$ cat src/rtl/rrc_pkg.sv
// ----------------------------------------------------------------------------
// rrc_pkg
// shared types, constants and the cordic arctangent table
// ----------------------------------------------------------------------------
package rrc_pkg;

  localparam int CoordW   = 20;
  localparam int SizeW    = 16;
  localparam int AngW     = 15;
  localparam int Steps    = 16;
  localparam int TrigW    = 32;
  localparam int ZW       = 24;
  localparam int QueueDepth = 4;

  localparam logic signed [TrigW-1:0] CordicGain = 32'sd652032874;
  localparam logic signed [AngW-1:0]  Ang45  = 15'sd2880;
  localparam logic signed [AngW-1:0]  Ang135 = 15'sd8640;

  typedef enum logic [1:0] {
    ORIENT_LOW,
    ORIENT_MID,
    ORIENT_HIGH
  } orient_t;

  typedef struct packed {
    logic signed [CoordW-1:0] cx;
    logic signed [CoordW-1:0] cy;
    logic [SizeW-1:0]         w;
    logic [SizeW-1:0]         h;
    logic signed [ZW-1:0]     z;
    logic                     neg;
    orient_t                  orient;
  } job_t;

  function automatic logic signed [ZW-1:0] atan_entry(input int i);
    logic signed [ZW-1:0] v;
    v = '0;
    case (i)
      0:  v = 24'sd2949120;
      1:  v = 24'sd1740967;
      2:  v = 24'sd919879;
      3:  v = 24'sd466945;
      4:  v = 24'sd234379;
      5:  v = 24'sd117304;
      6:  v = 24'sd58666;
      7:  v = 24'sd29335;
      8:  v = 24'sd14668;
      9:  v = 24'sd7334;
      10: v = 24'sd3667;
      11: v = 24'sd1833;
      12: v = 24'sd917;
      13: v = 24'sd458;
      14: v = 24'sd229;
      15: v = 24'sd115;
      default: v = '0;
    endcase
    return v;
  endfunction

endpackage

$ cat src/rtl/rrc_queue.sv
// ----------------------------------------------------------------------------
// rrc_queue
// short fifo between front and back
// ----------------------------------------------------------------------------
module rrc_queue #(
  parameter int Depth = rrc_pkg::QueueDepth
) (
  input  logic          clk,
  input  logic          rst,
  input  logic          in_valid,
  output logic          in_ready,
  input  rrc_pkg::job_t in_job,
  output logic          out_valid,
  input  logic          out_ready,
  output rrc_pkg::job_t out_job
);

  localparam int AW = (Depth > 1) ? $clog2(Depth) : 1;

  rrc_pkg::job_t   mem [Depth];
  logic [AW-1:0]   wr_ptr;
  logic [AW-1:0]   rd_ptr;
  logic [AW:0]     count;
  logic            push;
  logic            pop;

  assign in_ready  = count != (AW+1)'(Depth);
  assign out_valid = count != '0;
  assign push      = in_valid && in_ready;
  assign pop       = out_valid && out_ready;
  assign out_job   = mem[rd_ptr];

  always_ff @(posedge clk) begin
    if (rst) begin
      wr_ptr <= '0;
      rd_ptr <= '0;
      count  <= '0;
    end else begin
      if (push) wr_ptr <= (wr_ptr == AW'(Depth-1)) ? '0 : wr_ptr + 1'b1;
      if (pop)  rd_ptr <= (rd_ptr == AW'(Depth-1)) ? '0 : rd_ptr + 1'b1;
      count <= count + (AW+1)'(push) - (AW+1)'(pop);
    end
  end

  always_ff @(posedge clk) begin
    if (push) mem[wr_ptr] <= in_job;
  end

  assert property (@(posedge clk) disable iff (rst) count <= (AW+1)'(Depth))
    else $error("queue overfilled");
  assert property (@(posedge clk) disable iff (rst)
    push && !pop |=> count == $past(count) + 1'b1)
    else $error("queue count lost a push");
  assert property (@(posedge clk) disable iff (rst)
    pop && !push |=> count == $past(count) - 1'b1)
    else $error("queue count lost a pop");

endmodule

$ cat config.mk
export PLATFORM = sky130hd
export DESIGN_NAME = rrc_queue
export DESIGN_NICKNAME = d
export VERILOG_FILES = /design/src/rtl/rrc_pkg.sv /design/src/rtl/rrc_queue.sv
export SDC_FILE = /design/constraint.sdc
export NUM_CORES = 1
export LEC_CHECK = 0
export BUFFER_PORTS_ARGS = -buffer_cell sky130_fd_sc_hd__clkbuf_2
export CAP_MARGIN = 0
export CORE_AREA = 5 5 143 248
export DETAILED_ROUTE_END_ITERATION = 16
export DIE_AREA = 0 0 148 253
export PLACE_DENSITY = 0.6
export SLEW_MARGIN = 15
export SYNTH_ARGS = -nofsm -noshare
export SYNTH_HDL_FRONTEND = slang
export SYNTH_SLANG_ARGS = --single-unit
$ cat constraint.sdc
create_clock -name clk -period 2.6 [get_ports clk]
set_input_delay 0.26 -clock clk [delete_from_list [all_inputs] [get_ports clk]]
set_output_delay 0.26 -clock clk [all_outputs]
set_load 0.005 [all_outputs]
==> impl_results.md, run 1 <==
- Final setup viols: 0
- Combinational Power Share: between 20% and 30%
- First-pass GRT wire length: 44.9 mm
- Synth warn: 0
- Crit path launch type: flip-flop
- Syn nets: 677
- Ys async rst share: 0%
- Internal cell power: approximately 0.013 W
- Fmax: 407 MHz
- Synthesized flop and latch total: between 400 and 500
- Max-Cap Viols: 0
- Die width: 148 um
- Synth cell types: 28
- Aggregate global-route resource usage: 15.8%
- Final WS setup: around 0.14 ns
- Vias: between 6000 and 7000
- Detailed Place HPWL: 18.4 mm
- Routed len/inst: 21.8 um
- Vias per cell: 5.19
- Die Ht: 253 um
- Setup TNS: 0 ns
- Worst-Skew Late Latency: 0.51 ns
- Clk pwr share: 29.5%
- Clk_skew: 0.00895 ns
- Core Region: around 33000 um2
- Max stage delay on crit path: 0.60 ns
- Synth top area cells: edfxtp_1 81%, mux4_2 15%, dfxtp_1 1.2%
- CP max-delay cell: dfxtp_4
- Root Buffer Master: clkbuf_16
- Post-synth EDFFs: 396
- RSZ-0062 raised after global routing: false
- Worst slew margin: 62.3%
- Final Max Tran Viols: 0
- Drt first-iter violations: between 300 and 400
- Req. time, crit path: 2.34 ns
- Fin area: 18600 um2
- PD cells: 905 nW/um2
- Net Sw Power: 0.00420 W
- Mapped Cells: around 570
- Area delta synth->final: 25.9%
- Largest net degree at the start of global routing: 36
- Fin. Hold Viols: 0
- Maximum clock path buffer count: 3
- Nets: 1014
- H-Tree Depth: 2
- CP max FO: 31
- Dpl ws: 0.211 ns
- Total die area: 37400 um2
- Switching Share: between 20% and 30%
- Post-synth top flop: edfxtp_1
- Placer Congestion: about 0.74
- PortBufs: roughly 200
- Final period util: 94.4%
- Sequential power share: 49.0%
- CTS sink count: 405
- Mapped Area: 14700 um2
- CTS Buf Count: 37
- Reg clk slew, reported paths: ~0.06 ns
- Util after Layout: a little under three fifths
- Vias in the first global route: 7934
- FP Rows: just under 90
- Drt first pass iters: 4
- Crit Path Category: reg -> out
- Synth top cells by count: 396 x edfxtp_1, 99 x mux4_2, 11 x buf_2, 9 x dfxtp_1, 7 x ha_1
- Drt drc: 0
- Initial antenna violation count: 4
- Register area share after synthesis: 81.9%
- Mean Syn Cell Area: 26.0 um2
- CTS tree: done
- CP Cell Sequence: buf_12, mux4_2, clkbuf_2
- Final WL: ~29 mm
- Most common cell in the netlist: edfxtp_1
- Overflow after GRT: 0
- Ports: 204
- Starting Density: 44.3%
- FILL cells: 2483
- Slew @ Worst Pin: 0.565 ns
- Worst IR Drop VDD: 0.764 mV
- Crit path time final: 2.46 ns
- CP Data Arrival Time: 2.20 ns
- HP Class: in -> reg
- Outcome: completed
- Area leader, netlist: edfxtp_1
- Share of cells above drive strength 1: about 41%
- Synth top area share: between 80% and 90%
- CP endpoint kind: output port
- Dpl cell area: 16500 um2
- P_leak: 6.31 nW
- Post-DRT Antenna Nets: 0
repair_timing:
item | 4_1_cts | 5_1_grt
hold buffers | 98 | 0
resized for setup | 0 | 0
endpoints found under the hold margin | 387 | 0
buffers inserted | 0 | 0
path summary, 6_finish.rpt:
path                           from              endpoint  slack [ns]  cells past startpoint
min                      in_job[54]  mem[2][54]$_DFFE_PP_        0.03                      1
max                       flip-flop            out_job[0]        0.14                      3
max reg2reg     count[1]$_SDFF_PP0_   count[2]$_SDFF_PP0_        0.21                     10
min reg2reg  rd_ptr[0]$_SDFFE_PP0N_             flip-flop        0.52                      2
sequential cells by signal (all words and copies together) (netlist names), named ones only:
register and count:
count 3, mem 396, rd_ptr 2, wr_ptr 2
per-layer routing:
metal	vias up	global-route usage, %	wire length, um	part of all wire [%]
met3	52	3.51	1420	4.9
met4	0	6.00	958	3.3
met2	170	30.1	16500	56
li1	3108	-	-	-
met1	3625	17.0	10400	36
met5	-	0	0	0
final cells by class:
cell class	count	area, um2	area share, %
sequential	405	12100	65.1
antenna	4	10.0	0.0539
tap	409	512	2.76
multi-input combinational	132	2520	13.6
inverter	5	18.8	0.101
clock buffer	44	952	5.13
timing repair buffer	322	2330	12.6
clock inverter	20	134	0.722
worst max-delay path: cells and delay by family, from the launching register on:
kind / cells / cell delay, ns
buffers and inverters: 2 / 0.45
flip-flops: 1 / 0.60
multiplexers: 1 / 0.60
cells by family (layout without fill, tap and decap cells):
logic type / count (synthesis) / after routing / share of synthesized area, %
muxes: 101 / 101 / 15.3
and+or+nand+nor: 18 / 18 / 0.739
AOI/OAI and AO/OA: 4 / 4 / 0.204
xor gates and xnor gates: 1 / 1 / 0.0594
other: 0 / 4 / 0
buffers and inverters: 29 / 391 / 1.10
adders and majority gates: 8 / 8 / 0.730
DFF: 405 / 405 / 81.9
cell usage in the layout, fill, tap and decap left out, types with 2 or more instances in the layout:
cell type / instances
buf_12: 14
clkbuf_2: 203
buf_4: 7
clkinvlp_4: 5
clkinv_1: 6
nand2_1: 2
clkbuf_16: 37
edfxtp_1: 396
diode_2: 4
clkinv_2: 7
mux4_2: 99
dfxtp_4: 2
dlygate4sd3_1: 98
and3_4: 4
or3_1: 2
ha_1: 7
nor2_1: 3
dfxtp_1: 7
mux2i_1: 2
inv_1: 5
clkbuf_1: 7
nand2b_1: 2
metrics by stage:
step	hold slack (ns)	total power, W	std cells
floorplan	0.359	0.0103	566
global placement	0.471	0.0119	1175
global route	0.00972	0.0176	1339
CTS	0.00610	0.0171	1337
finish	0.0344	0.0168	1341
detailed placement	0.478	0.0120	1175
power groups by stage:
stage               registers (W)  logic, W  clock network, W
finish                    0.00823   0.00361           0.00495
global route              0.00830   0.00391           0.00536
CTS                       0.00825   0.00374           0.00507
detailed placement        0.00839   0.00360                 0
global placement          0.00833   0.00354                 0
floorplan                 0.00827   0.00207                 0
Note: power is estimated with default switching activity, not from simulation.
==> inputs of run 2 (changes only) <==
ABC_AREA = 1   (was not set)
CORE_AREA = 5 5 145 251   (was 5 5 143 248)
DIE_AREA = 0 0 150 256   (was 0 0 148 253)
==> run 2 against run 1 <==
Net effect:
- final cell count up 35%
- synthesized area up 2.7%
- clock skew up 0.0034 ns
- sequential power shrank 0.9%
- flip-flop and latch count is the same
- critical path type unchanged
- non-clock buffer count is 2 higher
- first-iteration DRC count up 38%
- largest power group unchanged
- largest cell class unchanged
==> impl_results.md, run 2 <==
- Outcome: completed
- Vias in the first global route: just under 10000
- Overflow after GRT: 0
- Internal cell power: 0.0125 W
- FP Rows: 90
- Vias: around 9400
- Area delta synth->final: 24.6%
- # Post-CTS Setup Buffers: 0
- Dpl ws: slightly above 0.5 ns
- Final WL: 33.7 mm
- Placer Congestion: 0.727
- Post-synth EDFFs: 396
- Crit path launch type: flip-flop
- Non-filler cells in the finished layout: 1812
- FILL cells: between 2000 and 3000
- Largest net degree at the start of global routing: 123
- Die width: 150 um
- Syn nets: 1136
- Ports: 204
- Worst-Skew Late Latency: 0.51 ns
- Crit Path Category: reg -> out
- Synth top cells by count: 396 x edfxtp_1, 210 x nor2_1, 176 x o21ai_0, 99 x o22ai_1, 40 x clkbuf_1
- Final period util: 88.2%
- CP Data Arrival Time: roughly 2.0 ns
- Multi-input gate area: roughly 2700 um2
- Crit path time final: approximately 2.3 ns
- Worst IR Drop VDD: 0.644 mV
- CTS sink count: around 410
- Root Buffer Master: clkbuf_16
- Aggregate global-route resource usage: 17.4%
- Synth warn: 0
- Drt first pass iters: 5
- Biggest register: mem
- Max-Cap Viols: 0
- Net Sw Power: about 0.0053 W
- Clk_skew: 0.0124 ns
- Setup TNS: 0 ns
- First-pass GRT wire length: 51.9 mm
- Util after Layout: 55.1%
- Initial antenna violation count: 4
- Synth top area cells: edfxtp_1 79%, o21ai_0 5.8%, nor2_1 5.2%
- CP endpoint kind: output port
- Share of cells above drive strength 1: between 20% and 30%
- Sequential power share: 45.8%
- Nets: 1435
- Synth cell types: 20
- Synthesized flop and latch total: slightly above 400
- Fin area: 18800 um2
- HP Start: out_ready
- H-Tree Depth: 2
- PortBufs: 203
- Combinational Power Share: between 20% and 30%
- Worst slew margin: 62.8%
- Worst R2R End: count[2]$_SDFF_PP0_
- RSZ-0062 raised after global routing: false
- Fmax: 436 MHz
- Drt first-iter violations: about 460
- Synth top area share: 78.6%
- Post-synth top flop: edfxtp_1
- Ys async rst share: 0%
- Maximum clock path buffer count: 3
- Placed cells: between 1500 and 2000
- Mean Syn Cell Area: between 10 and 15 um2
- Final setup viols: 0
- Fin. Hold Viols: 0
- CTS tree: done
- Total die area: ~38000 um2
- Area occupied by registers: 12100 um2
- Drt drc: 0
- Area leader, netlist: edfxtp_1
- Most common cell after layout, fill and taps aside: edfxtp_1
- Top Registers: mem: 396 flops, count: 3 flops
- Starting Density: 44.2%
- CP max FO: approximately 120
- Req. time, crit path: approximately 2.3 ns
- Final WS setup: 0.308 ns
- Most frequent cells in the layout: 396 x edfxtp_1, 206 x nor2_1, 203 x clkbuf_2
- Register area share after synthesis: between 70% and 80%
- Switching Share: 29.9%
- P_leak: 6.64 nW
- Setup slack, reg-to-reg: ~0.5 ns
- Most common cell in the netlist: edfxtp_1
- Largest register FFs: 396
- CTS Buf Count: 37
- Hold Crit Depth: 4
- Dpl cell area: 16700 um2
- Mapped Cells: 1025
- Reg clk slew, reported paths: 0.06 ns
- Post-DRT Antenna Nets: 0
- Vias per cell: around 5.2
- Final Max Tran Viols: 0
- PD cells: 945 nW/um2
- Clk pwr share: 28.0%
- Routed len/inst: approximately 19 um
- HP Class: in -> reg
- Die Ht: ~260 um
- Mapped Area: 15100 um2
- Reg2reg path depth: 10
- R2r startpoint: count[1]$_SDFF_PP0_
- Slew @ Worst Pin: 0.558 ns
- Core Region: between 30000 and 40000 um2
- Detailed Place HPWL: 19.3 mm
-- run 2: cell types whose count changed in the layout (fill, tap and decap cells not counted), moves of 8 or more --
cell / change
nor2_1: +203
o21ai_0: +176
mux4_2: -99
o22ai_1: +99
o21ai_1: +23
inv_1: +11
nand2_1: +8
-- run 2: cells by family (layout without fill, tap and decap cells) --
| group | after synthesis | after routing | synth area share [%] |
|---|---|---|---|
| buffers and inverters | 82 | 407 | 2.97 |
| and+or+nand+nor | 226 | 226 | 5.64 |
| DFF | 405 | 405 | 79.8 |
| AOI/OAI and AO/OA | 304 | 304 | 10.9 |
| adders and majority gates | 8 | 8 | 0.711 |
| other | 0 | 2 | 0 |
-- run 2: how the worst max path moves through the flow --
stage | start | end | slack (ns) | cells after the start
floorplan | count[1]$_SDFF_PP0_ | mem[0][0]$_DFFE_PP_ | 0.03 | 4
global placement | count[1]$_SDFF_PP0_ | count[2]$_SDFF_PP0_ | 0.57 | 10
detailed placement | count[1]$_SDFF_PP0_ | count[2]$_SDFF_PP0_ | 0.52 | 10
CTS | flip-flop | out_job[52] | 0.24 | 5
global route | flip-flop | out_job[60] | 0.17 | 5
finish | flip-flop | out_job[21] | 0.31 | 4
-- run 2: timing repair --
action | in CTS | in global routing
endpoints found under the hold margin | 398 | 0
hold buffers | 100 | 0
resized for setup | 0 | 0
-- run 2: area by class of cell --
class / instances / share of cell area, %
inverter: 18 / 0.412
tap: 460 / 3.05
antenna: 2 / 0.0266
clock buffer: 48 / 5.13
sequential: 405 / 64.1
multi-input combinational: 538 / 14.1
clock inverter: 17 / 0.690
timing repair buffer: 324 / 12.5
-- run 2: power groups by stage --
stage / Combinational [W] / Clock (W) / Sequential [W]
floorplan: 0.00258 / 0 / 0.00825
global placement: 0.00457 / 0 / 0.00829
detailed placement: 0.00464 / 0 / 0.00831
CTS: 0.00478 / 0.00512 / 0.00817
global route: 0.00517 / 0.00536 / 0.00822
finish: 0.00467 / 0.00499 / 0.00816
-- run 2: metal layers --
layer  wire length (um)  vias to the layer above  share of wire, %  GRT usage, %
li1                   -                     4468                 -             -
met1              12800                     4636                38          19.3
met2              18300                      219                54          32.2
met3               1600                       62               4.7          3.51
met4               1080                        4               3.2          6.51
met5                 27                        -             0.080             0
-- run 2: stage by stage --
stage | hold slack (ns) | power, W
3_5_place_dp | 0.454 | 0.0129
4_1_cts | 0.0588 | 0.0181
5_1_grt | 0.102 | 0.0187
2_1_floorplan | 0.319 | 0.0108
6_report | 0.0905 | 0.0178
3_3_place_gp | 0.455 | 0.0129
-- run 2: critical path, stage by stage, from the launching register on --
cell and delay, ns:
dfxtp_4 0.40, buf_12 0.40, o21ai_0 0.18, o22ai_1 0.27, clkbuf_2 0.17
==> inputs of run 3 (changes only) <==
ABC_AREA = 0   (was 1)
CORE_AREA = 5 5 143 248   (was 5 5 145 251)
DIE_AREA = 0 0 148 253   (was 0 0 150 256)
clock period = 2.25 ns   (was 2.6 ns; I/O delays follow)
==> run 3 against run 2 <==
Net effect:
- total power grew 11%
- clock skew grew 0.0041 ns
- non-clock buffer count grew 8
- global-route usage shrank 1.3 points
- final cell count shrank 25%
==> impl_results.md, run 3 (synthesized netlist as in run 1, its figures left out) <==
- Total die area: around 37000 um2
- Die width: approximately 150 um
- Biggest register: mem
- Tot Pwr: approximately 0.020 W
- PD cells: 1060 nW/um2
- Max stage delay on crit path: 0.53 ns
- Vias: 7045
- Final WL: 29.7 mm
- P_leak: ~6.4 nW
- CP endpoint kind: output port
- H-Tree Depth: 2
- First-pass GRT wire length: 45.5 mm
- Top Registers: mem: 396 flops, count: 3 flops
- Detailed Place HPWL: 18.1 mm
- Root Buffer Master: clkbuf_16
- Worst-Skew Late Latency: 0.52 ns
- Final period util: 98.0%
- Overflow after GRT: 0
- CP Data Arrival Time: 1.98 ns
- Drt drc: 0
- Post-DRT Antenna Nets: 0
- Crit Path Category: reg -> out
- Drt first-iter violations: 388
- Final setup viols: 0
- Core Region: roughly 33000 um2
- Max-Cap Viols: 0
- Die Ht: 253 um
- Crit path launch type: flip-flop
- CP max-delay cell: mux4_2
- Top sig layer: met5
- Outcome: completed
- CTS tree: done
- Maximum clock path buffer count: 3
- Vias per cell: 5.21
- Met2 wire length: 17.3 mm
- Met3 wire len: 1.30 mm
- Most common cell after layout, fill and taps aside: edfxtp_1
- Ports: ~200
- CP Cell Sequence: bufbuf_16, mux4_2, clkbuf_2
- Routed len/inst: 22.0 um
- Final Max Tran Viols: 0
- RSZ-0062 raised after global routing: true
- Crit path time final: 2.21 ns
- Final WS setup: 0.0446 ns
- Req. time, crit path: 2.03 ns
- Largest net degree at the start of global routing: 67
- Area delta synth->final: 27.5%
- Most frequent cells in the layout: 396 x edfxtp_1, 203 x clkbuf_2, 100 x dlygate4sd3_1
- Dpl ws: -0.0441 ns
- FILL cells: ~2500
- Worst slew margin: 62.7%
- Drt first pass iters: 4
- Fmax: roughly 450 MHz
- Dpl cell area: roughly 16000 um2
- CTS sink count: 405
- PortBufs: 203
- Placer Congestion: 0.752
- Starting Density: about 44%
- Aggregate global-route resource usage: 16.0%
- Fin area: 18800 um2
- Fin. Hold Viols: 0
- CTS Buf Count: 37
- Largest register FFs: 396
- Initial antenna violation count: 4
- HP Class: in -> reg
- Nets: 1024
- Slew @ Worst Pin: 0.560 ns
- Worst IR Drop VDD: between 0.7 and 0.8 mV
- Met1 WL: 10.5 mm
- Vias in the first global route: 8039
- Reg clk slew, reported paths: 0.06 ns
- Clk_skew: 0.0165 ns
- FP Rows: between 80 and 90
- Share of cells above drive strength 1: 42.2%
- CP max FO: 16
run 3: critical path, delay by kind of cell (launching register included):
kind	cells	cell delay, ns
buffers and inverters	2	0.48
DFF	1	0.44
muxes	1	0.53
run 3: worst paths after layout:
check / slack [ns] / start / cells past startpoint / endpoint
setup / recovery: 0.04 / flip-flop / 3 / out_job[32]
hold / removal: 0.12 / in_valid / 3 / wr_ptr[0]$_SDFFE_PP0P_
setup reg to reg: 0.07 / count[2]$_SDFF_PP0_ / 10 / count[2]$_SDFF_PP0_
hold reg to reg: 0.49 / rd_ptr[0]$_SDFFE_PP0N_ / 2 / flip-flop
run 3: through the flow:
stage | instances | util (%) | hold slack [ns] | TNS [ns]
after floorplan | 566 | - | 0.324 | -25.31
after global placement | 1172 | 49.4 | 0.436 | 0
after detailed placement | 1172 | 49.4 | 0.447 | -0.0441
after CTS | 1343 | 56.0 | 0.0910 | -1.25
after global routing | 1352 | 56.4 | 0.124 | -0.388
final | 1352 | 56.4 | 0.123 | 0
run 3: final cells by class:
class | instances | area (um2) | share of cell area, %
Clock inverter | 17 | 111 | 0.593
Tap cell | 409 | 512 | 2.72
Sequential cell | 405 | 12100 | 64.3
Inverter | 5 | 18.8 | 0.0999
Antenna cell | 3 | 7.51 | 0.0400
Timing Repair Buffer | 332 | 2500 | 13.3
Clock buffer | 49 | 1010 | 5.39
Multi-Input combinational cell | 132 | 2540 | 13.5
run 3: routing by layer:
metal | vias up | track usage, %
met5 | - | 0
met4 | 2 | 4.94
met3 | 38 | 3.22
met2 | 155 | 30.8
met1 | 3706 | 17.6
li1 | 3144 | -
run 3: what timing repair did:
action,in CTS,in global routing
gates cloned,1,3
gates resized for setup,4,4
hold buffers,100,0
pin swaps,0,1
hold endpoints to repair,403,0
endpoints found under the setup margin,80,75
buffers inserted,4,3
run 3: where the power goes:
part	switching, W	total, W	internal, W
combinational	0.00214	0.00453	0.00239
clock	0.00255	0.00585	0.00330
sequential	0.000218	0.00946	0.00924
