[src/rtl/rrc_pkg.sv]
// ----------------------------------------------------------------------------
// rrc_pkg
// shared types, constants and the cordic arctangent table
// ----------------------------------------------------------------------------
package rrc_pkg;

  localparam int CoordW   = 20;
  localparam int SizeW    = 16;
  localparam int AngW     = 15;
  localparam int Steps    = 16;
  localparam int TrigW    = 32;
  localparam int ZW       = 24;
  localparam int QueueDepth = 4;

  localparam logic signed [TrigW-1:0] CordicGain = 32'sd652032874;
  localparam logic signed [AngW-1:0]  Ang45  = 15'sd2880;
  localparam logic signed [AngW-1:0]  Ang135 = 15'sd8640;

  typedef enum logic [1:0] {
    ORIENT_LOW,
    ORIENT_MID,
    ORIENT_HIGH
  } orient_t;

  typedef struct packed {
    logic signed [CoordW-1:0] cx;
    logic signed [CoordW-1:0] cy;
    logic [SizeW-1:0]         w;
    logic [SizeW-1:0]         h;
    logic signed [ZW-1:0]     z;
    logic                     neg;
    orient_t                  orient;
  } job_t;

  function automatic logic signed [ZW-1:0] atan_entry(input int i);
    logic signed [ZW-1:0] v;
    v = '0;
    case (i)
      0:  v = 24'sd2949120;
      1:  v = 24'sd1740967;
      2:  v = 24'sd919879;
      3:  v = 24'sd466945;
      4:  v = 24'sd234379;
      5:  v = 24'sd117304;
      6:  v = 24'sd58666;
      7:  v = 24'sd29335;
      8:  v = 24'sd14668;
      9:  v = 24'sd7334;
      10: v = 24'sd3667;
      11: v = 24'sd1833;
      12: v = 24'sd917;
      13: v = 24'sd458;
      14: v = 24'sd229;
      15: v = 24'sd115;
      default: v = '0;
    endcase
    return v;
  endfunction

endpackage

[src/rtl/rrc_front.sv]
// ----------------------------------------------------------------------------
// rrc_front
// accepts rectangles, reduces the angle and classifies the corner order
// ----------------------------------------------------------------------------
module rrc_front (
  input  logic                 clk,
  input  logic                 rst,
  input  logic                 in_valid,
  output logic                 in_ready,
  input  logic [87:0]          in_data,
  output logic                 out_valid,
  input  logic                 out_ready,
  output rrc_pkg::job_t        out_job
);

  logic signed [rrc_pkg::AngW-1:0] ang;
  logic signed [rrc_pkg::AngW+1:0] m;
  logic signed [rrc_pkg::AngW+1:0] r;
  logic                            neg;
  rrc_pkg::job_t                   job;

  assign ang = in_data[86:72];

  always_comb begin
    m = {{2{ang[rrc_pkg::AngW-1]}}, ang};
    if (m > 17'sd11520) m = m - 17'sd23040;
    neg = 1'b0;
    r = m;
    if (m > 17'sd5760) begin
      r = m - 17'sd11520;
      neg = 1'b1;
    end else if (m < -17'sd5760) begin
      r = m + 17'sd11520;
      neg = 1'b1;
    end
    job.cx  = in_data[19:0];
    job.cy  = in_data[39:20];
    job.w   = in_data[55:40];
    job.h   = in_data[71:56];
    job.z   = {r[rrc_pkg::ZW-11:0], 10'd0};
    job.neg = neg;
    if (ang < rrc_pkg::Ang45) job.orient = rrc_pkg::ORIENT_LOW;
    else if (ang < rrc_pkg::Ang135) job.orient = rrc_pkg::ORIENT_MID;
    else job.orient = rrc_pkg::ORIENT_HIGH;
  end

  assign in_ready = !out_valid || out_ready;

  always_ff @(posedge clk) begin
    if (rst) begin
      out_valid <= 1'b0;
    end else if (in_ready) begin
      out_valid <= in_valid;
    end
  end

  always_ff @(posedge clk) begin
    if (in_ready && in_valid) begin
      out_job <= job;
    end
  end

endmodule

[config.mk]
export PLATFORM = sky130hd
export DESIGN_NAME = rrc_front
export DESIGN_NICKNAME = d
export VERILOG_FILES = /design/src/rtl/rrc_pkg.sv /design/src/rtl/rrc_front.sv
export SDC_FILE = /design/constraint.sdc
export NUM_CORES = 1
export LEC_CHECK = 0
export BUFFER_PORTS_ARGS = -buffer_cell sky130_fd_sc_hd__buf_2
export CAP_MARGIN = 30
export CORE_MARGIN = 2
export CORE_UTILIZATION = 46
export CTS_BUF_LIST = sky130_fd_sc_hd__clkbuf_8
export DETAILED_ROUTE_END_ITERATION = 6
export PLACE_DENSITY = 0.93
export SYNTH_ARGS = -nofsm -noshare
export SYNTH_HDL_FRONTEND = slang
export SYNTH_SLANG_ARGS = --single-unit
[constraint.sdc]
create_clock -name clk -period 3.9 [get_ports clk]
set_input_delay 0.195 -clock clk [delete_from_list [all_inputs] [get_ports clk]]
set_output_delay 0.195 -clock clk [all_outputs]
set_load 0.02 [all_outputs]
==> metrics.md, run 1 <==
| Metric | Value |
|---|---|
| Placed cell area | ~4500 sq um |
| Worst-case clock skew | 0.0119 ns |
| Syn avg cell area | approximately 17 sq um |
| Clk Latency, worst-skew pair | about 0.36 ns |
| Portion of the clock cycle consumed by the worst path in the final layout | between 60% and 70% |
| Instance count after placement with tap cells included | just under 500 |
| Die X-Extent | around 92 um |
| Total CTS buffers | 9 |
| Filler cell count in the final layout | between 400 and 500 |
| Via count normalized by instance count | roughly 5.3 |
| Clock-pin transition on the worst setup and hold timing paths | roughly 0.10 ns |
| RSZ-0062 raised after global routing | no |
| CTS max path bufs | 2 |
| Share of synthesized area occupied by flip-flops and latches | approximately three quarters |
| Average detailed-routed wire length per instance | 20.1 um |
| Worst hold path cell count | 1 |
| I/O pin count | between 150 and 200 |
| Number of hold buffers added after CTS | 20 |
| Accumulated negative setup slack | 0 ns |
| Slew at the pin closest to its max-slew limit | around 0.53 ns |
| Number of DRC markers after the initial detailed-route iteration | 172 |
| Fraction of final layout cells with drive strength greater than 1 | between 40% and 50% |
| Synth warn | 0 |
| Wirelength, routed | ~11000 um |
| DP Wirelength | roughly 7000 um |
| Antenna cells | 0 |
| Final critical delay including setup and external delays | approximately 2.6 ns |
| Endpoint class of the critical path | register |
| Number of buffers and inverters on the critical path | 2 |
| Most common library cell in the layout ignoring fill and taps | sky130_fd_sc_hd__buf_2 |
| Commonest non-fill, non-tap cells in the layout | sky130_fd_sc_hd__buf_2, sky130_fd_sc_hd__edfxtp_1, sky130_fd_sc_hd__dlygate4sd3_1, sky130_fd_sc_hd__conb_1, sky130_fd_sc_hd__clkbuf_8 |
| Worst-path cell chain | buf_2 > inv_1 > ha_1 > a211oi_1 > nor3_4 > nand3_1 > nand2_1 > ha_1 > or4_1 > o211a_1 > a22oi_1 |
| Cell area after synthesis | 3570 sq um |
| Slew margin rel. | roughly 64% |
| Final antenna-violating net count | 0 |
| Total global-route track usage | between 20 and 25% |
| Area overhead of the layout relative to synthesis | 45.3% |
| Hold path startpoint | in_data[23] |
| Distinct cell type count of the synthesized netlist | 53 |
| Worst R2R Start | out_valid |
| Maximum fanout along the worst path | 11 |
| Critical path class | input pin to register |
| Setup crit start kind | input pin |
| Count of buffers added by post-CTS timing repair for setup | 0 |
| Kind of path behind the tightest hold check | input pin to register |
| Detailed-route DRC error count | 0 |
| Dpl ws | roughly 1 ns |
| Register bit total from synthesis | 90 |
| Starting density of the core | between 40% and 50% |
| Fraction of the core area covered by cells at the end of the flow | about 70% |
| CTS root buf | sky130_fd_sc_hd__clkbuf_8 |
| Area of all placed cells without fillers | a little over 5000 sq um |
| Setup-violating endpoint count in the final report | 0 |
| Max Cap Violations | 0 |
| Final weighted congestion of routability-driven global placement | between 0.8 and 0.9 |
| Post-synthesis instance total | about 200 |
| Total number of clock tree sinks | 90 |
| Max-slew violations | 0 |
| PortBufs | between 150 and 200 |
| Number of standard cells in the layout, taps in and fillers out | roughly 540 |
| Number of instances resized during post-cts repair | 0 |
| Net count reported at finish | between 500 and 600 |
| WHS Endpoint | out_job[62] |
| Required time of the critical path | 4.09 ns |
| Core area | about 7600 sq um |
| Row Count | 32 |
| Leakage Power | roughly 2.2 nW |
| Maximum clock frequency | ~390 MHz |
| CP Data Arrival Time | roughly 2.8 ns |
| GRT Residual Overflow | 0 |
| Global-route wire length before repair | about 14000 um |
| Status | finished clean |
| Minimum setup slack among reg-to-reg paths | ~2.4 ns |
| Cell mode on critical path | sky130_fd_sc_hd__ha_1 |
| Reg-to-reg endpoint | out_job[13] |
| Via count | ~2900 |
| Die Height | around 90 um |
| Drt first pass iters | 4 |
| Number of antenna violations at the first check in global routing | 0 |
| Count of cells along the worst register-to-register path | 3 |
| Final Hold Viols | 0 |
| Slowest stage cell, crit path | sky130_fd_sc_hd__or4_1 |
| Kind of cell with the highest combined delay on the critical path | simple AND/OR/NAND/NOR gates |
| Total number of H-tree levels | 3 |
| PwrDens | ~400 nW/um^2 |
| Vias in the first global route | 2460 |
| Max rail drop VDD | around 0.00018 V |
| Longest individual stage delay on the worst path | between 0.5 and 0.6 ns |
| Pin count of the biggest net entering global routing | between 70 and 80 |
| TritonCTS clock tree | built |
| Die Area | 8480 sq um |
| Final Worst Setup Slack | 1.34 ns |
==> through the flow <==
step / hold slack, ns / total power [mW]
CTS: 0.0000385 / 2.08
detailed placement: 0.363 / 1.49
finish: 0.0163 / 2.11
global route: -0.00399 / 2.18
global placement: 0.354 / 1.47
floorplan: 0.264 / 1.36
==> cells by family after synthesis <==
kind of cell	share of synthesized area (%)
AND/OR/NAND/NOR	6.66
AO/OA/AOI/OAI	9.85
adder cells (fa/ha/maj)	2.45
other	0.105
buffers and inverters	4.06
XOR/XNOR	0.736
multiplexers	0.736
flip-flops	75.4
==> layout make-up <==
cell class	count	area [sq um]	share of cell area, %
clock buffers	9	124	2.39
clock inverters	7	60.1	1.16
inverters	6	22.5	0.434
multi-input cells	102	769	14.8
flip-flops and latches	90	2690	51.9
well taps	102	128	2.46
repair buffers	228	1390	26.9
==> layer usage <==
metal	wire length, um	share of wire (%)	GRT usage, %	up-vias
li1	-	-	-	1275
met3	962	8.8	6.98	27
met5	0	0	0	-
met1	3930	36	23.7	1387
met4	311	2.8	8.08	0
met2	5740	52	39.0	177
==> synth_stat cells, drive strengths merged <==
library cell,n,area share [%]
a22o,1,0.28
nor2,4,0.42
o211a,2,0.56
or2,2,0.35
o21ai,6,0.84
nand3,3,0.42
o31ai,1,0.21
clkbuf,1,0.11
edfxtp,89,75
ha,7,2.5
or4,1,0.21
buf,15,3.3
a211oi,3,0.77
conb,1,0.11
a311oi,2,0.49
o221ai,1,0.25
a21oi,6,0.95
or3,1,0.18
a31oi,8,1.4
a22oi,3,0.77
o211ai,2,0.42
a311o,1,0.28
a41o,1,0.28
inv,6,0.63
nor3,3,0.74
and2b,1,0.21
o2111ai,1,0.25
and4,2,0.49
nand2b,2,0.35
a221oi,1,0.25
nor4,5,1.3
mux2,2,0.74
and2,1,0.18
and4bb,2,0.70
xnor2,3,0.74
and3,1,0.18
a21o,2,0.42
dfxtp,1,0.56
nand4,3,0.53
a211o,3,0.98
a41oi,1,0.46
nand2,4,0.42
==> sequential cells by signal, summed over array words and instances (netlist names) <==
| register | flops |
|---|---|
| out_job | 89 |
| out_valid | 1 |
==> how the worst max path moves through the flow <==
stage,startpoint,end,cells past startpoint
2_1_floorplan,out_valid,out_job[0],2
3_3_place_gp,in_data[81],out_job[25],11
3_5_place_dp,in_data[81],out_job[25],11
4_1_cts,in_data[81],out_job[25],11
5_1_grt,in_data[81],out_job[25],11
6_report,in_data[81],out_job[25],11
==> report_power, final <==
group | internal (mW) | switching, mW
logic | 0.140 | 0.221
registers | 1.14 | 0.0173
clock network | 0.244 | 0.355
total | 1.52 | 0.593
Power figures use the tool's default switching activity.
==> run 2: changes to the inputs <==
--- a/config.mk
+++ b/config.mk
@@ -8,10 +8,10 @@
 export BUFFER_PORTS_ARGS = -buffer_cell sky130_fd_sc_hd__buf_2
 export CAP_MARGIN = 30
 export CORE_MARGIN = 2
-export CORE_UTILIZATION = 46
+export CORE_UTILIZATION = 42
 export CTS_BUF_LIST = sky130_fd_sc_hd__clkbuf_8
 export DETAILED_ROUTE_END_ITERATION = 6
-export PLACE_DENSITY = 0.93
+export PLACE_DENSITY = 0.9
 export SYNTH_ARGS = -nofsm -noshare
 export SYNTH_HDL_FRONTEND = slang
 export SYNTH_SLANG_ARGS = --single-unit
==> constraint.sdc (replaced) <==
create_clock -name clk -period 2.3 [get_ports clk]
set_input_delay 0.115 -clock clk [delete_from_list [all_inputs] [get_ports clk]]
set_output_delay 0.115 -clock clk [all_outputs]
set_load 0.02 [all_outputs]
==> run 2 against run 1 <==
  * Final area grew 12%
  * Largest power group unchanged
  * Sequential power increased by 70%
  * Critical endpoint unchanged
  * Largest cell class unchanged
  * Flip-flop and latch count is the same
==> metrics.md, run 2 (synthesized netlist as in run 1, its figures left out) <==
| Metric | Value |
|---|---|
| Average detailed-routed wire length per instance | 20.5 um |
| Starting density of the core | 43.5% |
| CP Data Arrival Time | about 2.3 ns |
| Worst hold path cell count | 1 |
| Number of standard cells in the layout, taps in and fillers out | approximately 600 |
| PwrDens | 668 nW/um^2 |
| Die Height | 96.2 um |
| Area overhead of the layout relative to synthesis | 62.9% |
| Maximum fanout along the worst path | 4 |
| Clock-pin transition on the worst setup and hold timing paths | 0.08 ns |
| Accumulated negative setup slack | 0 ns |
| Sequential share of power | between 50 and 60% |
| Total number of H-tree levels | 3 |
| RSZ-0062 raised after global routing | no |
| I/O pin count | between 150 and 200 |
| Reg-to-reg endpoint | out_job[50] |
| Worst-case clock skew | 0.00984 ns |
| Total global-route track usage | approximately a quarter |
| CTS max path bufs | 2 |
| Die X-Extent | slightly below 100 um |
| Count of cells along the worst register-to-register path | 3 |
| Final critical delay including setup and external delays | approximately 2.1 ns |
| Die Area | 9260 sq um |
| PortBufs | ~180 |
| Endpoint class of the critical path | register |
| Fraction of final layout cells with drive strength greater than 1 | between 40% and 50% |
| Commonest non-fill, non-tap cells in the layout | sky130_fd_sc_hd__buf_2, sky130_fd_sc_hd__edfxtp_1, sky130_fd_sc_hd__dlygate4sd3_1, sky130_fd_sc_hd__buf_4, sky130_fd_sc_hd__conb_1 |
| Drt first pass iters | 5 |
| Wirelength, routed | around 12000 um |
| Portion of the clock cycle consumed by the worst path in the final layout | between 90% and 100% |
| Largest Register | out_job |
| Number of antenna violations at the first check in global routing | 0 |
| Hold path startpoint | in_data[78] |
| Max-slew violations | 0 |
| Most common library cell in the layout ignoring fill and taps | sky130_fd_sc_hd__buf_2 |
| Status | finished clean |
| Final Worst Setup Slack | 0.197 ns |
| GRT Residual Overflow | 0 |
| Setup crit start kind | input pin |
| Hold Slack | just over 0.04 ns |
| Max rail drop VDD | 0.000394 V |
| Total number of clock tree sinks | 90 |
| TritonCTS clock tree | built |
| Number of DRC markers after the initial detailed-route iteration | 199 |
| WHS Endpoint | out_job[19] |
| Max Cap Violations | 0 |
| Combinational power share | 18.5% |
| Detailed-route DRC error count | 0 |
| Area of all placed cells without fillers | 5820 sq um |
| Cell-internal power | ~2.9 mW |
| Net count reported at finish | 598 |
| Placed cell area | ~4800 sq um |
| Global-route wire length before repair | around 18000 um |
| Core area | between 8000 and 9000 sq um |
| Clk Latency, worst-skew pair | about 0.36 ns |
| Antenna cells | 0 |
| Total CTS buffers | 9 |
| Register cell area after layout | 2690 sq um |
| Fraction of the core area covered by cells at the end of the flow | 70.8% |
| Vias in the first global route | roughly 3100 |
| Setup-violating endpoint count in the final report | 0 |
| Critical path class | input pin to register |
| Via count | about 3200 |
| Switching power share of the total | 26.3% |
| Row Count | 33 |
| Final antenna-violating net count | 0 |
| Count of buffers added by post-CTS timing repair for setup | 0 |
| Via count normalized by instance count | ~5.2 |
| Final Hold Viols | 0 |
| CTS root buf | sky130_fd_sc_hd__clkbuf_8 |
| Dpl ws | -0.111 ns |
| DP Wirelength | roughly 7400 um |
| Largest regs | out_job: 89 flops, out_valid: 1 flops |
| Filler cell count in the final layout | between 400 and 500 |
| Switching component of the power | 1.02 mW |
| Leakage Power | 2.50 nW |
| Minimum setup slack among reg-to-reg paths | approximately 0.85 ns |
| Maximum clock frequency | between 400 and 500 MHz |
| Largest register FFs | between 80 and 90 |
| Relative contribution of the clock network to total power | a little under a third |
| Instance count after placement with tap cells included | about 510 |
| Area occupied by multi-input gates | roughly 790 sq um |
| Required time of the critical path | about 2.5 ns |
| Kind of path behind the tightest hold check | input pin to register |
| Worst R2R Start | out_valid |
| Power after layout | roughly 3.9 mW |
| Pin count of the biggest net entering global routing | 36 |
| Final weighted congestion of routability-driven global placement | between 0.8 and 0.9 |
-- run 2: cell types whose count changed in the layout (fill, tap and decap cells not counted), moves of 2 or more --
cell                            previous run  this run
sky130_fd_sc_hd__bufinv_16                 0         2
sky130_fd_sc_hd__buf_12                    0         2
sky130_fd_sc_hd__buf_4                     0        27
sky130_fd_sc_hd__dlygate4sd3_1            46        80
-- run 2: how the worst max path moves through the flow --
stage | start | endpoint | depth (start not counted)
6_report | in_data[81] | out_job[25] | 10
5_1_grt | in_data[81] | out_job[25] | 10
4_1_cts | in_data[81] | out_job[25] | 10
3_5_place_dp | in_data[81] | out_job[25] | 10
3_3_place_gp | in_data[81] | out_job[25] | 10
2_1_floorplan | in_data[81] | out_job[22] | 10
-- run 2: area by class of cell --
cell class	instances	share of cell area [%]
inverter	6	0.430
timing repair buffer	290	33.5
clock buffer	9	2.13
multi-input combinational	102	13.6
tap	105	2.26
sequential	90	46.3
clock inverter	7	1.72
-- run 2: critical path, stage by stage --
cell	delay, ns
sky130_fd_sc_hd__buf_2	0.13
sky130_fd_sc_hd__ha_1	0.25
sky130_fd_sc_hd__a211oi_2	0.35
sky130_fd_sc_hd__nor3_4	0.08
sky130_fd_sc_hd__nand3_1	0.12
sky130_fd_sc_hd__nand2_1	0.09
sky130_fd_sc_hd__ha_1	0.21
sky130_fd_sc_hd__or4_1	0.57
sky130_fd_sc_hd__o211a_1	0.16
sky130_fd_sc_hd__a22oi_1	0.20
-- run 2: repair_timing --
item	in CTS	in global routing
gates resized for setup	0	0
setup endpoints to repair	0	0
hold buffers	80	0
endpoints found under the hold margin	79	0
-- run 2: per-layer routing --
metal	part of all wire (%)	GRT usage (%)	vias to the layer above	wire [um]
met5	0	0	-	0
met4	3.3	11.1	0	416
met3	10	6.34	33	1270
met2	51	48.1	240	6380
met1	35	28.9	1506	4420
li1	-	-	1394	-
-- run 2: power groups by stage --
stage | Clock, mW | Combinational [mW] | Sequential (mW)
after floorplan | 0 | 0.189 | 2.13
after global routing | 1.29 | 0.760 | 1.97
after global placement | 0 | 0.566 | 1.98
after CTS | 1.20 | 0.695 | 1.95
final | 1.20 | 0.720 | 1.96
after detailed placement | 0 | 0.583 | 1.99
==> run 3: changes to the inputs <==
==> config.mk (replaced) <==
export PLATFORM = sky130hd
export DESIGN_NAME = rrc_front
export DESIGN_NICKNAME = d
export VERILOG_FILES = /design/src/rtl/rrc_pkg.sv /design/src/rtl/rrc_front.sv
export SDC_FILE = /design/constraint.sdc
export NUM_CORES = 1
export LEC_CHECK = 0
export ABC_AREA = 1
export BUFFER_PORTS_ARGS = -buffer_cell sky130_fd_sc_hd__buf_4
export CAP_MARGIN = 30
export CORE_MARGIN = 2
export CORE_UTILIZATION = 41
export CTS_BUF_LIST = sky130_fd_sc_hd__clkbuf_8
export DETAILED_ROUTE_END_ITERATION = 6
export PLACE_DENSITY = 0.88
export SYNTH_ARGS = -nofsm -noshare
export SYNTH_HDL_FRONTEND = slang
export SYNTH_SLANG_ARGS = --single-unit
==> run 3 against run 2 <==
  * Sequential share of layout area shrank 1.6 points
  * Count of clock-buffer cells in the layout unchanged
  * Utilization grew 1.9 points
  * Worst hold slack better by 0.091 ns
  * Sequential power about the same
  * Clock skew increased by 0.0067 ns
  * Largest cell class unchanged
  * Largest power group unchanged
==> metrics.md, run 3 <==
| Metric | Value |
|---|---|
| Via count normalized by instance count | approximately 5 |
| Clk Latency, worst-skew pair | 0.36 ns |
| Max rail drop VDD | around 0.00039 V |
| Clock-pin transition on the worst setup and hold timing paths | about 0.080 ns |
| Syn avg cell area | between 10 and 15 sq um |
| Max Cap Violations | 0 |
| Leakage Power | about 2.6 nW |
| Total global-route track usage | 27.0% |
| WHS Endpoint | out_job[1] |
| Detailed-route DRC error count | 0 |
| Core area | roughly 8300 sq um |
| Count of cells along the worst register-to-register path | 2 |
| Reg-to-reg endpoint | out_job[96] |
| Antenna cells | 0 |
| Total CTS buffers | 9 |
| Distinct cell type count of the synthesized netlist | 23 |
| Worst hold path cell count | 2 |
| Proportion of register bits with asynchronous set or reset after synthesis | 0% |
| Dpl ws | approximately 0.09 ns |
| CTS root buf | sky130_fd_sc_hd__clkbuf_8 |
| CP Data Arrival Time | around 2.3 ns |
| Synth warn | 0 |
| Required time of the critical path | ~2.4 ns |
| Average detailed-routed wire length per instance | slightly above 20 um |
| Share of synthesized area occupied by flip-flops and latches | 76.1% |
| Cell accounting for the most synthesized area | sky130_fd_sc_hd__edfxtp_1 |
| CTS max path bufs | 2 |
| DP Wirelength | ~7300 um |
| Worst-case clock skew | around 0.017 ns |
| Die X-Extent | 96.9 um |
| RSZ-0062 raised after global routing | no |
| Maximum clock frequency | approximately 460 MHz |
| Area overhead of the layout relative to synthesis | 70.4% |
| Die Height | slightly below 100 um |
| Largest register FFs | between 80 and 90 |
| Register bit total from synthesis | 90 |
| Filler cell count in the final layout | around 490 |
| Row Count | 33 |
| Placed cell area | approximately 5000 sq um |
| Max-slew violations | 0 |
| Final antenna-violating net count | 0 |
| Pin count of the biggest net entering global routing | 49 |
| Setup crit start kind | input pin |
| Die Area | approximately 9400 sq um |
| Largest Register | out_job |
| Worst R2R Start | out_valid |
| I/O pin count | around 190 |
| Number of synthesized flops with an enable pin | 89 |
| Minimum setup slack among reg-to-reg paths | 0.78 ns |
| PortBufs | around 180 |
| Status | finished clean |
| Setup-violating endpoint count in the final report | 0 |
| Most used flip-flop cell after synthesis | sky130_fd_sc_hd__edfxtp_1 |
| Final Worst Setup Slack | 0.141 ns |
| Final weighted congestion of routability-driven global placement | ~0.92 |
| Area share of the largest cell type after synthesis | between 70% and 80% |
| Vias in the first global route | 3225 |
| Cell types occupying the most area after synthesis | sky130_fd_sc_hd__edfxtp_1, sky130_fd_sc_hd__nand2_1, sky130_fd_sc_hd__nand3_1 |
| Largest regs | out_job: 89 flops, out_valid: 1 flops |
| Endpoint class of the critical path | register |
| Kind of path behind the tightest hold check | input pin to register |
| TritonCTS clock tree | built |
| Global-route wire length before repair | 18900 um |
| Portion of the clock cycle consumed by the worst path in the final layout | a little over nine tenths |
| Final Hold Viols | 0 |
| Cell area after synthesis | approximately 3500 sq um |
| Commonest cells in the netlist | sky130_fd_sc_hd__edfxtp_1, sky130_fd_sc_hd__nand2_1, sky130_fd_sc_hd__nand3_1 |
| Cell with the most instances after synthesis | sky130_fd_sc_hd__edfxtp_1 |
| Wirelength, routed | around 13000 um |
| GRT Residual Overflow | 0 |
| Maximum fanout along the worst path | 7 |
| Net count reported at finish | about 620 |
| Commonest non-fill, non-tap cells in the layout | sky130_fd_sc_hd__buf_4, sky130_fd_sc_hd__edfxtp_1, sky130_fd_sc_hd__dlygate4sd3_1, sky130_fd_sc_hd__nand2_1, sky130_fd_sc_hd__nand3_1 |
| Post-synthesis instance total | approximately 250 |
| Drt first pass iters | 5 |
| Fraction of final layout cells with drive strength greater than 1 | between 40 and 50% |
| Critical path class | input pin to register |
| Hold path startpoint | in_data[86] |
| Starting density of the core | between 40% and 50% |
| Area of all placed cells without fillers | a little over 6000 sq um |
| Number of DRC markers after the initial detailed-route iteration | 221 |
| Number of antenna violations at the first check in global routing | 0 |
| Total number of H-tree levels | 3 |
| Final critical delay including setup and external delays | ~2.2 ns |
| Total number of clock tree sinks | 90 |
| Most common library cell in the layout ignoring fill and taps | sky130_fd_sc_hd__buf_4 |
| Via count | around 3100 |
| PwrDens | around 620 nW/um^2 |
run 3: cell types whose count changed in the layout (fill, tap and decap cells not counted), moves of 9 or more:
cell	delta
sky130_fd_sc_hd__buf_2	-181
sky130_fd_sc_hd__buf_4	+156
sky130_fd_sc_hd__inv_1	+9
sky130_fd_sc_hd__nand2_1	+43
sky130_fd_sc_hd__nand3_1	+15
run 3: worst max-delay path by stage:
| stage | from | end | slack [ns] |
|---|---|---|---|
| after floorplan | out_valid | out_job[0] | -0.006 |
| after global placement | in_data[81] | out_job[25] | 0.13 |
| after detailed placement | in_data[81] | out_job[25] | 0.09 |
| after CTS | in_data[73] | out_job[25] | 0.08 |
| after global routing | in_data[74] | out_job[25] | 0.007 |
| final | in_data[78] | out_job[25] | 0.14 |
run 3: stage by stage:
stage	setup TNS, ns	hold slack [ns]	util, %	power [mW]	instances
after floorplan	-0.514	0.174	-	2.31	254
after global placement	0	0.261	60.6	2.61	532
after detailed placement	0	0.263	60.6	2.63	532
after CTS	0	0.0631	72.4	3.66	628
after global routing	0	0.107	72.7	3.86	629
final	0	0.131	72.7	3.72	629
run 3: cell type report:
| cell class | instances | area (sq um) | area share (%) |
|---|---|---|---|
| flip-flops and latches | 90 | 2700 | 44.7 |
| repair buffers | 265 | 2200 | 36.5 |
| multi-input cells | 135 | 763 | 12.7 |
| well taps | 105 | 131 | 2.18 |
| clock buffers | 9 | 124 | 2.05 |
| inverters | 19 | 71.3 | 1.18 |
| clock inverters | 6 | 41.3 | 0.685 |
run 3: timing repair:
item	4_1_cts	5_1_grt
resized for setup	0	5
endpoints found under the hold margin	81	0
setup endpoints to repair	0	2
hold buffers	81	0
setup buffers	0	1
run 3: critical path, cell delays in order:
cell	delay, ns
sky130_fd_sc_hd__dlygate4sd3_1	0.53
sky130_fd_sc_hd__buf_4	0.15
sky130_fd_sc_hd__nor2_1	0.14
sky130_fd_sc_hd__nand2_1	0.08
sky130_fd_sc_hd__nor2_2	0.09
sky130_fd_sc_hd__nand2_2	0.10
sky130_fd_sc_hd__nand3_4	0.13
sky130_fd_sc_hd__nand2_4	0.07
sky130_fd_sc_hd__nand2_4	0.08
sky130_fd_sc_hd__inv_2	0.06
sky130_fd_sc_hd__ha_2	0.18
sky130_fd_sc_hd__nand3b_1	0.17
sky130_fd_sc_hd__xor2_1	0.15
sky130_fd_sc_hd__nand3_1	0.07
sky130_fd_sc_hd__nand2_1	0.05
sky130_fd_sc_hd__nand2_1	0.05
sky130_fd_sc_hd__nand2_1	0.04
run 3: cells by family (layout without fill, tap and decap cells):
family,Yosys count,count (layout),share of synthesized area (%)
buffers and inverters,29,299,4.14
xor gates and xnor gates,6,6,1.48
and+or+nand+nor,102,102,14.1
DFF,90,90,76.1
AOI/OAI and AO/OA,10,10,1.59
other,1,10,0.106
adders and majority gates,7,7,2.47
run 3: power by group:
group	total (mW)	switching (mW)	internal, mW
sequential	1.97	0.0390	1.93
combinational	0.786	0.421	0.364
clock	0.966	0.576	0.390
total	3.72	1.04	2.68
run 3: metal layers:
metal,vias to the layer above,global-route usage (%),part of all wire [%]
li1,1390,-,-
met1,1503,29.9,36
met2,208,47.1,51
met3,35,9.18,9.0
met4,0,11.4,4.1
met5,-,0,0
